`src/rtl/core/rnep_pkg.sv`:
```
`default_nettype none
package rnep_pkg;

   localparam int JOB_QUEUE_DEPTH = 2;
   localparam int DIV_BITS = 18;
   localparam logic [17:0] WHOLE_NOTE_NUM = 18'd240000;

   localparam logic [6:0] RESET_LENGTH = 7'd4;
   localparam logic [2:0] RESET_OCTAVE = 3'd6;
   localparam logic [9:0] RESET_TEMPO = 10'd63;

   localparam logic [7:0] CH_COLON = 8'd58;
   localparam logic [7:0] CH_COMMA = 8'd44;
   localparam logic [7:0] CH_EQUAL = 8'd61;
   localparam logic [7:0] CH_HASH = 8'd35;
   localparam logic [7:0] CH_DOT = 8'd46;
   localparam logic [7:0] CH_LOWER_A = 8'd97;
   localparam logic [7:0] CH_LOWER_B = 8'd98;
   localparam logic [7:0] CH_LOWER_C = 8'd99;
   localparam logic [7:0] CH_LOWER_D = 8'd100;
   localparam logic [7:0] CH_LOWER_E = 8'd101;
   localparam logic [7:0] CH_LOWER_F = 8'd102;
   localparam logic [7:0] CH_LOWER_G = 8'd103;
   localparam logic [7:0] CH_LOWER_O = 8'd111;
   localparam logic [7:0] CH_LOWER_P = 8'd112;

   localparam logic [8:0] BASE_TONE [0:11] = '{
      9'd262, 9'd277, 9'd294, 9'd311, 9'd330, 9'd349,
      9'd370, 9'd392, 9'd415, 9'd440, 9'd466, 9'd494
   };

   typedef enum logic [3:0] {
      PH_NAME   = 4'd0,
      PH_HSTART = 4'd1,
      PH_HSPACE = 4'd2,
      PH_HKEY   = 4'd3,
      PH_HSKIP  = 4'd4,
      PH_HNUM   = 4'd5,
      PH_NSTART = 4'd6,
      PH_NDUR   = 4'd7,
      PH_NLET   = 4'd8,
      PH_NBODY  = 4'd9
   } phase_type;

   typedef enum logic [2:0] {
      BK_IDLE,
      BK_WHOLE,
      BK_LEN,
      BK_DONE
   } back_state_type;

   typedef struct packed {
      logic [7:0] char_code;
      logic       last_char;
   } req_type;

   typedef struct packed {
      logic [14:0] tone_hz;
      logic [13:0] length_ms;
      logic        note_present;
      logic        song_end;
      logic        header_bad;
   } rsp_type;

   typedef struct packed {
      logic [14:0] tone_hz;
      logic [15:0] divisor;
      logic [9:0]  tempo;
      logic        dotted;
      logic        note_present;
      logic        song_end;
      logic        header_bad;
   } job_type;

   function automatic logic is_space(input logic [7:0] c);
      return (c == 8'd32) || (c >= 8'd9 && c <= 8'd13);
   endfunction

   function automatic logic is_digit(input logic [7:0] c);
      return (c >= 8'd48) && (c <= 8'd57);
   endfunction

   function automatic logic [7:0] to_lower(input logic [7:0] c);
      return (c >= 8'd65 && c <= 8'd90) ? c + 8'd32 : c;
   endfunction

   function automatic logic [15:0] add_digit(input logic [15:0] acc, input logic [7:0] c);
      logic [19:0] v;
      v = {acc, 3'b000} + {3'b000, acc, 1'b0} + {12'd0, c - 8'd48};
      return (v > 20'd65535) ? 16'hFFFF : v[15:0];
   endfunction

   function automatic logic [14:0] tone_of(input logic [7:0] letter,
                                           input logic [3:0] oct,
                                           input logic       sharp);
      logic [3:0]  semi;
      logic [4:0]  o;
      logic [15:0] f;
      logic        known;
      semi = 4'd0;
      known = 1'b1;
      unique case (letter)
         CH_LOWER_C: semi = 4'd0;
         CH_LOWER_D: semi = 4'd2;
         CH_LOWER_E: semi = 4'd4;
         CH_LOWER_F: semi = 4'd5;
         CH_LOWER_G: semi = 4'd7;
         CH_LOWER_A: semi = 4'd9;
         CH_LOWER_B: semi = 4'd11;
         default:    known = 1'b0;
      endcase
      o = {1'b0, oct};
      if (sharp) semi = semi + 4'd1;
      if (semi >= 4'd12) begin
         semi = semi - 4'd12;
         o = o + 5'd1;
      end
      f = {7'd0, BASE_TONE[semi]};
      if (o > 5'd4) f = f << (o - 5'd4);
      else f = f >> (5'd4 - o);
      return known ? f[14:0] : 15'd0;
   endfunction

endpackage
`default_nettype wire

```
`src/rtl/core/rtttl_note_event_parser.sv`:
```
`default_nettype none
// A character that ends a note reaches the result port after one pass of the 18-step
// divider for the note length and, before it, a second pass for the whole-note time
// when the tempo differs from the one last seen. A bare end marker skips the divider.
// Throughput: one character per cycle while the job queue has room; the back works
// off one job at a time, so notes drain only after each one's divisions are done.
// Synchronous active-high reset returns the parser to the name field.
module rtttl_note_event_parser
   import rnep_pkg::*;
#(
   parameter int JobQueueDepth = JOB_QUEUE_DEPTH
) (
   input  wire logic    clock,
   input  wire logic    reset,
   input  wire logic    req_push,
   input  wire req_type req_data,
   output logic         req_full,
   output logic         rsp_empty,
   input  wire logic    rsp_pop,
   output rsp_type      rsp_data
);
   // The front parses every accepted character combinationally and files a job for each note or
   // song end. The back works jobs off through the shared divider. The queue between
   // them lets the parser run ahead while a division is in flight.
   logic    accept, jq_push, jq_full, jq_pop, jq_empty;
   job_type jq_in, jq_out;

   assign req_full = jq_full;
   assign accept = req_push && !jq_full;

   rnep_front u_front (
      .clock(clock), .reset(reset), .accept(accept), .req(req_data),
      .job_push(jq_push), .job(jq_in)
   );

   rnep_fifo #(.WIDTH($bits(job_type)), .DEPTH(JobQueueDepth)) u_queue (
      .clock(clock), .reset(reset), .push(jq_push), .push_data(jq_in), .full(jq_full),
      .pop(jq_pop), .pop_data(jq_out), .empty(jq_empty)
   );

   rnep_back u_back (
      .clock(clock), .reset(reset), .job_empty(jq_empty), .job(jq_out), .job_pop(jq_pop),
      .rsp_empty(rsp_empty), .rsp_pop(rsp_pop), .rsp_data(rsp_data)
   );
endmodule
`default_nettype wire

```
`src/rtl/core/rnep_fifo.sv`:
```
`default_nettype none
module rnep_fifo #(
   parameter int WIDTH = 8,
   parameter int DEPTH = 2
) (
   input  wire logic             clock,
   input  wire logic             reset,
   input  wire logic             push,
   input  wire logic [WIDTH-1:0] push_data,
   output logic                  full,
   input  wire logic             pop,
   output logic [WIDTH-1:0]      pop_data,
   output logic                  empty
);
   localparam int PW = (DEPTH > 1) ? $clog2(DEPTH) : 1;
   localparam int CW = $clog2(DEPTH + 1);
   localparam logic [PW-1:0] LAST_SLOT = PW'(DEPTH - 1);
   localparam logic [CW-1:0] FULL_COUNT = CW'(DEPTH);

   logic [WIDTH-1:0] mem_ff [DEPTH];
   logic [PW-1:0] wr_ff, wr_in, rd_ff, rd_in;
   logic [CW-1:0] cnt_ff, cnt_in;
   logic do_push, do_pop;

   assign full = (cnt_ff == FULL_COUNT);
   assign empty = (cnt_ff == '0);
   assign do_push = push && !full;
   assign do_pop = pop && !empty;
   assign pop_data = mem_ff[rd_ff];

   always_comb begin
      wr_in = wr_ff;
      rd_in = rd_ff;
      cnt_in = cnt_ff;
      if (do_push) wr_in = (wr_ff == LAST_SLOT) ? '0 : wr_ff + PW'(1);
      if (do_pop) rd_in = (rd_ff == LAST_SLOT) ? '0 : rd_ff + PW'(1);
      if (do_push && !do_pop) cnt_in = cnt_ff + CW'(1);
      else if (do_pop && !do_push) cnt_in = cnt_ff - CW'(1);
   end

   always_ff @(posedge clock) begin
      if (reset) begin
         wr_ff <= '0;
         rd_ff <= '0;
         cnt_ff <= '0;
      end else begin
         wr_ff <= wr_in;
         rd_ff <= rd_in;
         cnt_ff <= cnt_in;
      end
      if (do_push) mem_ff[wr_ff] <= push_data;
   end
endmodule
`default_nettype wire

```
`src/rtl/core/rnep_front.sv`:
```
`default_nettype none
module rnep_front
   import rnep_pkg::*;
(
   input  wire logic    clock,
   input  wire logic    reset,
   input  wire logic    accept,
   input  wire req_type req,
   output logic         job_push,
   output job_type      job
);
   phase_type   phase_ff, phase_in;
   logic [6:0]  dlen_ff, dlen_in;
   logic [2:0]  doct_ff, doct_in;
   logic [9:0]  tempo_ff, tempo_in;
   logic [7:0]  key_ff, key_in;
   logic [15:0] acc_ff, acc_in;
   logic [15:0] div_ff, div_in;
   logic [7:0]  let_ff, let_in;
   logic [3:0]  oct_ff, oct_in;
   logic        sharp_ff, sharp_in, dot_ff, dot_in;
   logic        emit;
   logic [7:0]  c;

   assign c = req.char_code;

   always_comb begin
      phase_in = phase_ff;
      dlen_in = dlen_ff;
      doct_in = doct_ff;
      tempo_in = tempo_ff;
      key_in = key_ff;
      acc_in = acc_ff;
      div_in = div_ff;
      let_in = let_ff;
      oct_in = oct_ff;
      sharp_in = sharp_ff;
      dot_in = dot_ff;
      emit = 1'b0;
      unique case (phase_ff)
         PH_NAME: if (c == CH_COLON) phase_in = PH_HSTART;
         PH_HSTART, PH_HNUM: begin
            if (phase_ff == PH_HNUM && is_digit(c)) begin
               acc_in = add_digit(acc_ff, c);
            end else begin
               if (phase_ff == PH_HNUM) begin
                  // Keep a default only when it lies in its legal range.
                  if (key_ff == CH_LOWER_D && acc_ff != 16'd0 && acc_ff <= 16'd64)
                     dlen_in = acc_ff[6:0];
                  if (key_ff == CH_LOWER_O && acc_ff >= 16'd2 && acc_ff <= 16'd7)
                     doct_in = acc_ff[2:0];
                  if (key_ff == CH_LOWER_B && acc_ff >= 16'd25 && acc_ff <= 16'd900)
                     tempo_in = acc_ff[9:0];
               end
               if (phase_ff == PH_HNUM && c == CH_COMMA) phase_in = PH_HSTART;
               else if (c == CH_COLON) phase_in = PH_NSTART;
               else if (is_space(c)) phase_in = PH_HSPACE;
               else begin
                  key_in = to_lower(c);
                  phase_in = PH_HKEY;
               end
            end
         end
         PH_HSPACE: begin
            if (!is_space(c)) begin
               key_in = to_lower(c);
               phase_in = PH_HKEY;
            end
         end
         PH_HKEY: begin
            if (c == CH_EQUAL) begin
               acc_in = 16'd0;
               phase_in = PH_HNUM;
            end else if (c == CH_COMMA) phase_in = PH_HSTART;
            else if (c == CH_COLON) phase_in = PH_NSTART;
            else phase_in = PH_HSKIP;
         end
         PH_HSKIP: begin
            if (c == CH_COMMA) phase_in = PH_HSTART;
            else if (c == CH_COLON) phase_in = PH_NSTART;
         end
         PH_NSTART, PH_NDUR: begin
            if (is_digit(c)) begin
               acc_in = add_digit((phase_ff == PH_NSTART) ? 16'd0 : acc_ff, c);
               phase_in = PH_NDUR;
            end else if (!(phase_ff == PH_NSTART && is_space(c))) begin
               // The character after a duration is always taken as the letter.
               div_in = (phase_ff == PH_NDUR && acc_ff != 16'd0) ? acc_ff : {9'd0, dlen_ff};
               let_in = to_lower(c);
               sharp_in = 1'b0;
               dot_in = 1'b0;
               oct_in = {1'b0, doct_ff};
               phase_in = PH_NLET;
            end
         end
         PH_NLET, PH_NBODY: begin
            if (phase_ff == PH_NLET && c == CH_HASH) begin
               sharp_in = 1'b1;
               phase_in = PH_NBODY;
            end else begin
               phase_in = PH_NBODY;
               if (c == CH_COMMA) begin
                  emit = 1'b1;
                  phase_in = PH_NSTART;
               end else if (c == CH_DOT) dot_in = 1'b1;
               else if (is_digit(c)) oct_in = 4'(c - 8'd48);
            end
         end
         default: phase_in = PH_NAME;
      endcase

      job.tone_hz = (let_in == CH_LOWER_P) ? 15'd0 : tone_of(let_in, oct_in, sharp_in);
      job.divisor = (div_in == 16'd0) ? 16'd1 : div_in;
      job.tempo = tempo_in;
      job.dotted = dot_in;
      job.note_present = 1'b1;
      job.song_end = req.last_char;
      job.header_bad = 1'b0;
      if (!emit && req.last_char) begin
         if (phase_in == PH_HSTART || phase_in == PH_HSPACE || phase_in == PH_HKEY ||
             phase_in == PH_HSKIP || phase_in == PH_HNUM || phase_in == PH_NAME) begin
            job.note_present = 1'b0;
            job.header_bad = 1'b1;
         end else if (!(phase_in == PH_NLET || phase_in == PH_NBODY)) begin
            job.note_present = 1'b0;
         end
      end
      if (!job.note_present) job.tone_hz = 15'd0;
      job_push = accept && (emit || req.last_char);
   end

   always_ff @(posedge clock) begin
      if (reset || (accept && req.last_char)) begin
         phase_ff <= PH_NAME;
         dlen_ff <= RESET_LENGTH;
         doct_ff <= RESET_OCTAVE;
         tempo_ff <= RESET_TEMPO;
         key_ff <= 8'd0;
         acc_ff <= 16'd0;
         div_ff <= 16'd0;
         let_ff <= 8'd0;
         oct_ff <= 4'd0;
         sharp_ff <= 1'b0;
         dot_ff <= 1'b0;
      end else if (accept) begin
         phase_ff <= phase_in;
         dlen_ff <= dlen_in;
         doct_ff <= doct_in;
         tempo_ff <= tempo_in;
         key_ff <= key_in;
         acc_ff <= acc_in;
         div_ff <= div_in;
         let_ff <= let_in;
         oct_ff <= oct_in;
         sharp_ff <= sharp_in;
         dot_ff <= dot_in;
      end
   end
endmodule
`default_nettype wire

```
`src/rtl/core/rnep_div.sv`:
```
`default_nettype none
module rnep_div
   import rnep_pkg::*;
(
   input  wire logic                clock,
   input  wire logic                reset,
   input  wire logic                start,
   input  wire logic [DIV_BITS-1:0] dividend,
   input  wire logic [15:0]         divisor,
   output logic                     done,
   output logic [DIV_BITS-1:0]      quotient
);
   localparam int CNT_W = $clog2(DIV_BITS + 1);

   logic [DIV_BITS-1:0] q_ff, q_in;
   logic [16:0]         rem_ff, rem_in, rem_sh;
   logic [15:0]         dvs_ff;
   logic [CNT_W-1:0]    cnt_ff, cnt_in;
   logic                done_ff, done_in;

   assign quotient = q_ff;
   assign done = done_ff;

   always_comb begin
      rem_sh = {rem_ff[15:0], q_ff[DIV_BITS-1]};
      q_in = q_ff;
      rem_in = rem_ff;
      cnt_in = cnt_ff;
      done_in = 1'b0;
      if (start) begin
         q_in = dividend;
         rem_in = 17'd0;
         cnt_in = CNT_W'(DIV_BITS);
      end else if (cnt_ff != '0) begin
         // One quotient bit per cycle, restoring form.
         if (rem_sh >= {1'b0, dvs_ff}) begin
            rem_in = rem_sh - {1'b0, dvs_ff};
            q_in = {q_ff[DIV_BITS-2:0], 1'b1};
         end else begin
            rem_in = rem_sh;
            q_in = {q_ff[DIV_BITS-2:0], 1'b0};
         end
         cnt_in = cnt_ff - CNT_W'(1);
         done_in = (cnt_ff == CNT_W'(1));
      end
   end

   always_ff @(posedge clock) begin
      if (reset) begin
         cnt_ff <= '0;
         done_ff <= 1'b0;
      end else begin
         cnt_ff <= cnt_in;
         done_ff <= done_in;
      end
      q_ff <= q_in;
      rem_ff <= rem_in;
      if (start) dvs_ff <= divisor;
   end
endmodule
`default_nettype wire

```
`src/rtl/core/rnep_back.sv`:
```
`default_nettype none
module rnep_back
   import rnep_pkg::*;
(
   input  wire logic    clock,
   input  wire logic    reset,
   input  wire logic    job_empty,
   input  wire job_type job,
   output logic         job_pop,
   output logic         rsp_empty,
   input  wire logic    rsp_pop,
   output rsp_type      rsp_data
);
   back_state_type      st_ff, st_in;
   job_type             job_ff;
   logic [13:0]         whole_ff, len_ff;
   logic [9:0]          ctempo_ff;
   logic                cvalid_ff, out_valid_ff, out_load;
   rsp_type             out_ff;
   logic                dstart, ddone;
   logic [DIV_BITS-1:0] ddvd, dq;
   logic [15:0]         ddvs;
   logic [14:0]         len_sum;

   rnep_div u_div (
      .clock(clock), .reset(reset), .start(dstart), .dividend(ddvd),
      .divisor(ddvs), .done(ddone), .quotient(dq)
   );

   assign len_sum = {1'b0, dq[13:0]} + {2'b00, dq[13:1]};
   assign rsp_empty = !out_valid_ff;
   assign rsp_data = out_ff;

   always_comb begin
      st_in = st_ff;
      job_pop = 1'b0;
      dstart = 1'b0;
      ddvd = WHOLE_NOTE_NUM;
      ddvs = {6'd0, job.tempo};
      out_load = 1'b0;
      unique case (st_ff)
         BK_IDLE: begin
            if (!job_empty) begin
               job_pop = 1'b1;
               if (!job.note_present) st_in = BK_DONE;
               else if (cvalid_ff && ctempo_ff == job.tempo) begin
                  dstart = 1'b1;
                  ddvd = {4'd0, whole_ff};
                  ddvs = job.divisor;
                  st_in = BK_LEN;
               end else begin
                  dstart = 1'b1;
                  st_in = BK_WHOLE;
               end
            end
         end
         BK_WHOLE: begin
            if (ddone) begin
               dstart = 1'b1;
               ddvd = {4'd0, dq[13:0]};
               ddvs = job_ff.divisor;
               st_in = BK_LEN;
            end
         end
         BK_LEN: if (ddone) st_in = BK_DONE;
         BK_DONE: begin
            if (!out_valid_ff || rsp_pop) begin
               out_load = 1'b1;
               st_in = BK_IDLE;
            end
         end
         default: st_in = BK_IDLE;
      endcase
   end

   always_ff @(posedge clock) begin
      if (reset) begin
         st_ff <= BK_IDLE;
         cvalid_ff <= 1'b0;
         out_valid_ff <= 1'b0;
      end else begin
         st_ff <= st_in;
         if (st_ff == BK_WHOLE && ddone) cvalid_ff <= 1'b1;
         if (out_load) out_valid_ff <= 1'b1;
         else if (rsp_pop) out_valid_ff <= 1'b0;
      end
      if (job_pop) begin
         job_ff <= job;
         len_ff <= 14'd0;
      end
      if (st_ff == BK_WHOLE && ddone) begin
         whole_ff <= dq[13:0];
         ctempo_ff <= job_ff.tempo;
      end
      if (st_ff == BK_LEN && ddone) len_ff <= job_ff.dotted ? len_sum[13:0] : dq[13:0];
      if (out_load) begin
         out_ff.tone_hz <= job_ff.tone_hz;
         out_ff.length_ms <= len_ff;
         out_ff.note_present <= job_ff.note_present;
         out_ff.song_end <= job_ff.song_end;
         out_ff.header_bad <= job_ff.header_bad;
      end
   end
endmodule
`default_nettype wire

```
`config.mk`:
```
export PLATFORM = sky130hd
export DESIGN_NAME = rtttl_note_event_parser
export DESIGN_NICKNAME = d
export VERILOG_FILES = /design/src/rtl/core/rnep_pkg.sv /design/src/rtl/core/rtttl_note_event_parser.sv /design/src/rtl/core/rnep_fifo.sv /design/src/rtl/core/rnep_front.sv /design/src/rtl/core/rnep_div.sv /design/src/rtl/core/rnep_back.sv
export SDC_FILE = /design/constraint.sdc
export NUM_CORES = 1
export LEC_CHECK = 0
export BUFFER_PORTS_ARGS = -buffer_cell sky130_fd_sc_hd__clkbuf_2
export CAP_MARGIN = 10
export CORE_ASPECT_RATIO = 0.7
export CORE_MARGIN = 2
export CORE_UTILIZATION = 57
export DETAILED_ROUTE_END_ITERATION = 16
export PLACE_DENSITY_LB_ADDON = 0.15
export SYNTH_ARGS = -nofsm -noshare
export SYNTH_HDL_FRONTEND = slang
export SYNTH_SLANG_ARGS = --single-unit
```
`constraint.sdc`:
```
create_clock -name clock -period 4.83 [get_ports clock]
set_input_delay 0 -clock clock [delete_from_list [all_inputs] [get_ports clock]]
set_output_delay 0 -clock clock [all_outputs]
set_load 0.02 [all_outputs]
```
---- Word level (Yosys, flattened, before mapping) ----
Memories as Yosys holds them, arrays and structs flattened. A register that Yosys moved wholly into a read port is not among the register bits.
Index checks and enable logic that the tools add are counted.
operators by class
  add/subtract/negate cells ............... 18
  $lt $le $gt $ge ......................... 17
  equal/unequal tests ..................... 50
  shift-type cells ........................ 2
  mux-type cells .......................... 121
  bitwise gates (word level) .............. 3
  reductions and logical operators ........ 66
operator list
  kind                    count
  $mux W16                16
  $mux W18                6
  $eq A8 B7 Y1 const B    11
  $mux W4                 21
  $mux W8                 8
  $mux W15                4
  $eq A8 B6 Y1 const B    6
  $pmux W16 S3            1
  $mux W14                3
  $add A19 B17 Y20        2
  $add A20 B8 Y20         2
  $gt A20 B16 Y1 const B  2
  $mux W10                4
  $pmux W18 S2            1
  $mux W1                 34
  $pmux W16 S2            1
  $pmux W4 S7             1
  $logic_and A1 B1 Y1     25
  $eq A4 B3 Y1 const B    6
  $pmux W4 S6             1
  $reduce_and A5 Y1       4
  $mux W9                 2
  $ge A17 B16 Y1          1
  $eq A4 B2 Y1 const B    4
  63 further kinds        111
storage, ports and cells
  bits in registers ....................... 258
  bits in writable memories ............... 90
  ROM bits ................................ 144
  input bits .............................. 13
  output and inout bits ................... 34
  logic and storage cells ................. 318
  memories ................................ 2
memory list
  memory            depth  width  read ports  clocked after Yosys merged registers in  write ports  RTL line         source
  (name not given)  16     9      1           0                                        0            rnep_pkg.sv:118  f = {7'd0, BASE_TONE[semi]};
  u_queue.mem_ff    2      45     1           1                                        1            rnep_fifo.sv:20  logic [WIDTH-1:0] mem_ff [DEPTH];

---- Depth between registers and ports, before layout ----
  depth after elaboration ................. 22
  depth in mapped cells ................... 26
  mapped depth without buffers ............ 23

---- Modules after synthesis ----
From an unflattened synthesis, not the netlist that was laid out.
unflattened totals
  cell total of the unflattened synthesis .. 1899
  area, all modules ....................... 20036.7 µm²
modules (own cells, without submodules)
  module                   instances  cells each  area an instance (µm²)  sequential area each (µm²)
  rnep_front               1          1097        8338.0                  1561.5
  rnep_back                1          334         5079.9                  3533.4
  rnep_fifo                1          165         3452.1                  2802.7
  rnep_div                 1          302         3153.0                  1461.4
  rtttl_note_event_parser  1          1           13.8                    0.0

---- Worst setup path before layout ----
Ideal clock, no wire load.
  path kind ............................... input port to flip-flop
  start point ............................. in req_data[7] (netlist name)
  end point ............................... mem u_queue.mem_ff[0][30] (netlist name) (data pin)
  setup time .............................. 0.260 ns
  arrival time ............................ 4.743 ns
  data required time ...................... 4.570 ns
  slack ................................... -0.173 ns
  stages .................................. 26
  path buffers ............................ 4
  path through ............................ buf_2 -> inv_1 -> ha_1 -> and3b_1 -> a22oi_2 -> o21ai_1 -> nor2_2 -> clkbuf_1 -> clkbuf_1 -> nor2_1 -> nor2_1 -> nor3_1 -> ha_1 -> o2111a_1 -> a31oi_1 -> buf_4 -> nand3_4 -> nor3_1 -> xor2_1 -> inv_2 -> ha_1 -> nand2b_2 -> o2111ai_4 -> nor2_2 -> a32o_1 -> a32o_1
RTL lines
  item                RTL line                       source
  start: declaration  rtttl_note_event_parser.sv:16  input wire req_type req_data,
  end: declaration    rnep_fifo.sv:20

---- Worst setup path after layout ----
  start point ............................. reg u_front.phase_ff[3]
  end point ............................... reg u_front.acc_ff[15]
on the way
  longest elaborated chain between the ends .. 8
  elaborated cells between the ends (all ways) .. 20
  classes of those cells .................. add/sub (2); order compare (1); eq/ne (8); mux (4); reduce/logical (5)
ends and longest elaborated chain
  item                      RTL line                            source
  start: declaration        rnep_front.sv:12                    phase_type phase_ff, phase_in;
  start signal: assignment  rnep_front.sv:146                   phase_ff <= phase_in;
  $eq A4 B3 Y1              rnep_front.sv:40, rnep_front.sv:84
  $mux W16                  rnep_front.sv:84                    acc_in = add_digit((phase_ff == PH_NSTART) ? 16'd0 : acc_ff, c);
  $add A19 B17 Y20          rnep_pkg.sv:89                      v = {acc, 3'b000} + {3'b000, acc, 1'b0} + {12'd0, c - 8'd48};
  $add A20 B8 Y20           rnep_pkg.sv:89
  $gt A20 B16 Y1            rnep_pkg.sv:90                      return (v > 20'd65535) ? 16'hFFFF : v[15:0];
  $mux W16                  rnep_pkg.sv:90
  $mux W16                  rnep_front.sv:83                    if (is_digit(c)) begin
  $pmux W16 S3              rnep_front.sv:40                    unique case (phase_ff)
  end signal: assignment    rnep_front.sv:151                   acc_ff <= acc_in;
  end: declaration          rnep_front.sv:17                    logic [15:0] acc_ff, acc_in;
Parallel ways exist; a longest one is shown, timed or not. The select of a mux whose other input is x is not followed.
A chain may end at the register's enable or synchronous reset.

==> run metrics <==
Ys Warns=0; Worst-path clk slew=0.06 ns; # rows=56; status=complete, no violations; CTS Root Cell=clkbuf_16; clk_lat worst skew=0.54 ns; Fill cells=2655; DR vias/cell=5.960; syn_area_per_cell=10.23 um^2; hold_sp=req_data[6]; measured slew at the worst slew-check pin=1.143 ns; crit path from=u_front.phase_ff[3]; Worst Skew=0.02270 ns; peak supply drop=0.3726 mV; number of DRC markers in iteration 0=1071; Top-Level Pins=47; Die X=223.5 um; grt total ovfl=0; GP Congestion=0.9188; drt wl/cell=18.77 um; total core area=33350 um^2; Final min period=4.537 ns; GRT Total Usage=0.2575; Post-DP HPWL=32.47 mm; clk buf depth=3; power per cell area=516.3 nW/um^2; post-synthesis sequential area ratio=0.4868; Final Cycle Share=0.9393; I/O Buffers=46; largest net degree at the start of global routing=46; Synth Instances=1880; Worst setup EP type=register; number of CTS-inserted buffers=36; Hold Crit Class=input port to register; final hold viol count=0; Pre-Repair DR Iteration Count=5; clock sink count=348; synthesized flop and latch total=348; post-synthesis cell type count=91; first-pass GRT wire length=72.59 mm; Most used DFF post-synth=edfxtp_1; layout cells sized above 1=0.1366; Pwr Total=11.16 mW; Mapped Nets=2017; Leakage=8.700 nW; Critical Path AT=4.93 ns; setup violators final=0; DRC viols=0; final antenna-violating net count=0; vias in the first global route=13842; die area=35240 um^2; H-tree Lvls=2; Worst Path Required=5.23 ns; CP Max Fanout=8; Worst setup SP type=register; die height=157.7 um; Async SR Flop Fraction=0; starting density of the core=0.5765; CTS tree=yes; initial antenna violation count=0; Slew Limit Fails=0; routed vias=14465; crit path kind=register to register; Area Overhead vs Synth=12.46%; Rel. slew slack=0.2366; max-cap viol count=0; Post-synth EDFFs=239; drt total wl=45.56 mm; Final #Nets=2101; Reg2Reg Launch Point=u_front.phase_ff[3]; mapped cell area=19230 um^2; Peak Freq=220.4 MHz; setup TNS=0 ns
logic make-up after synthesis:
| group | count (synthesis) | share of synthesized area |
|---|---|---|
| and+or+nand+nor | 563 | 0.1365 |
| adders and majority gates | 126 | 0.08721 |
| AOI/OAI and AO/OA | 455 | 0.1548 |
| buffers and inverters | 211 | 0.04276 |
| DFF | 348 | 0.4868 |
| xor gates and xnor gates | 67 | 0.03150 |
| muxes | 110 | 0.06052 |
Yosys cell counts, types with 8 or more instances:
cell type  number  area [um^2]
xor2_1         17        148.9
o21a_1         10        75.07
or3_1           9        56.30
nand3_1        39        195.2
nand2_1       168        630.6
inv_1         127        476.7
nor2_1        178        668.1
and2_1         22        137.6
dfxtp_1       109         2182
nor2b_1        16        100.1
or2_2           8        50.05
edfxtp_1      239         7177
and3_1         15        93.84
xnor2_1        49        429.2
nor3_1         50        250.2
clkbuf_1       60        225.2
nand2b_1       10        62.56
mux2_2         49        551.8
mux2i_1        60        600.6
a21o_1         18        135.1
fa_1           14        280.3
o21ai_0       134        670.6
o211ai_1       20        150.1
a31oi_1        13        81.33
a21oi_1       115        575.6
buf_1           9        33.78
a22o_1         16        140.1
nor4_1         11        68.82
a211oi_1       29        217.7
ha_1          110         1376
metrics by stage:
step / utilization / hold slack (ns) / std cells / area, um^2 / setup slack (ns)
CTS: 0.6427 / 0.01223 / 2418 / 21440 / 0.06927
finish: 0.6483 / 0.04100 / 2427 / 21620 / 0.2930
detailed placement: 0.6050 / 0.3152 / 2345 / 20180 / -0.02000
global placement: 0.6050 / 0.3135 / 2345 / 20180 / 0.1384
floorplan: - / 0.09887 / 1880 / 19250 / 0.04999
global route: 0.6482 / 0.05714 / 2426 / 21620 / -0.01791
where the power goes:
| group | switching (mW) | internal (mW) | leakage (nW) |
|---|---|---|---|
| clock network | 1.17 | 1.64 | 0.572 |
| registers | 0.380 | 4.03 | 3.12 |
| logic | 2.37 | 1.58 | 5.01 |
path summary, 6_finish.rpt:
| path | end | slack, ns | cells past startpoint |
|---|---|---|---|
| setup / recovery | u_front.acc_ff[15] | 0.29 | 19 |
| hold reg to reg | u_back.rsp_data[17] | 0.42 | 0 |
| setup reg to reg | u_front.acc_ff[15] | 0.29 | 19 |
| hold / removal | u_front.let_ff[6] | 0.04 | 5 |
final cells by class:
| class | count | area [um^2] | share of cell area |
|---|---|---|---|
| sequential | 348 | 9360 | 0.4329 |
| multi-input combinational | 1322 | 9204 | 0.4257 |
| clock buffer | 44 | 962.2 | 0.04450 |
| timing repair buffer | 124 | 839.6 | 0.03883 |
| tap | 435 | 544.3 | 0.02517 |
| inverter | 132 | 495.5 | 0.02292 |
| clock inverter | 21 | 212.7 | 0.009838 |
| antenna | 1 | 2.502 | 0.0001157 |
metal layers:
metal / vias to the layer above / track usage / share of wire
li1: 7015 / - / -
met1: 6991 / 0.3754 / 0.48
met2: 409 / 0.4072 / 0.45
met3: 50 / 0.04139 / 0.061
met4: 0 / 0.05651 / 0.014
met5: - / 0 / 0
what timing repair did:
action / 4_1_cts / 5_1_grt
endpoints found under the setup margin: 2 / 46
hold buffers: 8 / 0
buffers inserted: 0 / 6
pin swaps: 0 / 7
resized for setup: 1 / 28
gates cloned: 0 / 1
endpoints found under the hold margin: 23 / 0
worst max-delay path, stage by stage, from the launching register on:
cell and delay [ns]:
dfxtp_1 0.37, nor2_4 0.17, nand3_4 0.13, and2_1 0.21
fa_1 0.52, inv_1 0.07, fa_1 0.46, nor2b_1 0.12
o21ai_1 0.09, a21boi_1 0.20, o21ai_1 0.11, a21oi_2 0.18
and3_1 0.20, o21ai_1 0.11, a2111oi_2 0.36, buf_4 0.17
nand4_1 0.22, a32o_1 0.42, o21ai_0 0.21, a21oi_1 0.09
layout by cell type, fill, tap and decap left out, types with 16 or more instances in the layout:
cell / instances
a21oi_1: 112
nor3_1: 47
nor2_1: 177
xor2_1: 17
inv_1: 126
nand3_1: 38
edfxtp_1: 239
ha_1: 108
a21o_1: 18
clkbuf_16: 37
clkbuf_2: 46
xnor2_1: 48
buf_4: 69
o21ai_0: 130
mux2i_1: 59
dfxtp_1: 108
o211ai_1: 20
a211oi_1: 29
mux2_2: 49
nand2_1: 166
and2_1: 21
a22o_1: 16
state kept, by name, indices dropped and copies added, names as in the netlist, 16 cells and up, named ones only:
| register | count |
|---|---|
| u_back.job_ff | 45 |
| u_back.rsp_data | 32 |
| u_back.u_div.dvs_ff | 16 |
| u_back.u_div.quotient | 18 |
| u_back.u_div.rem_ff | 16 |
| u_front.acc_ff | 16 |
| u_front.div_ff | 16 |
| u_queue.mem_ff | 90 |
Power figures use the tool's default switching activity.
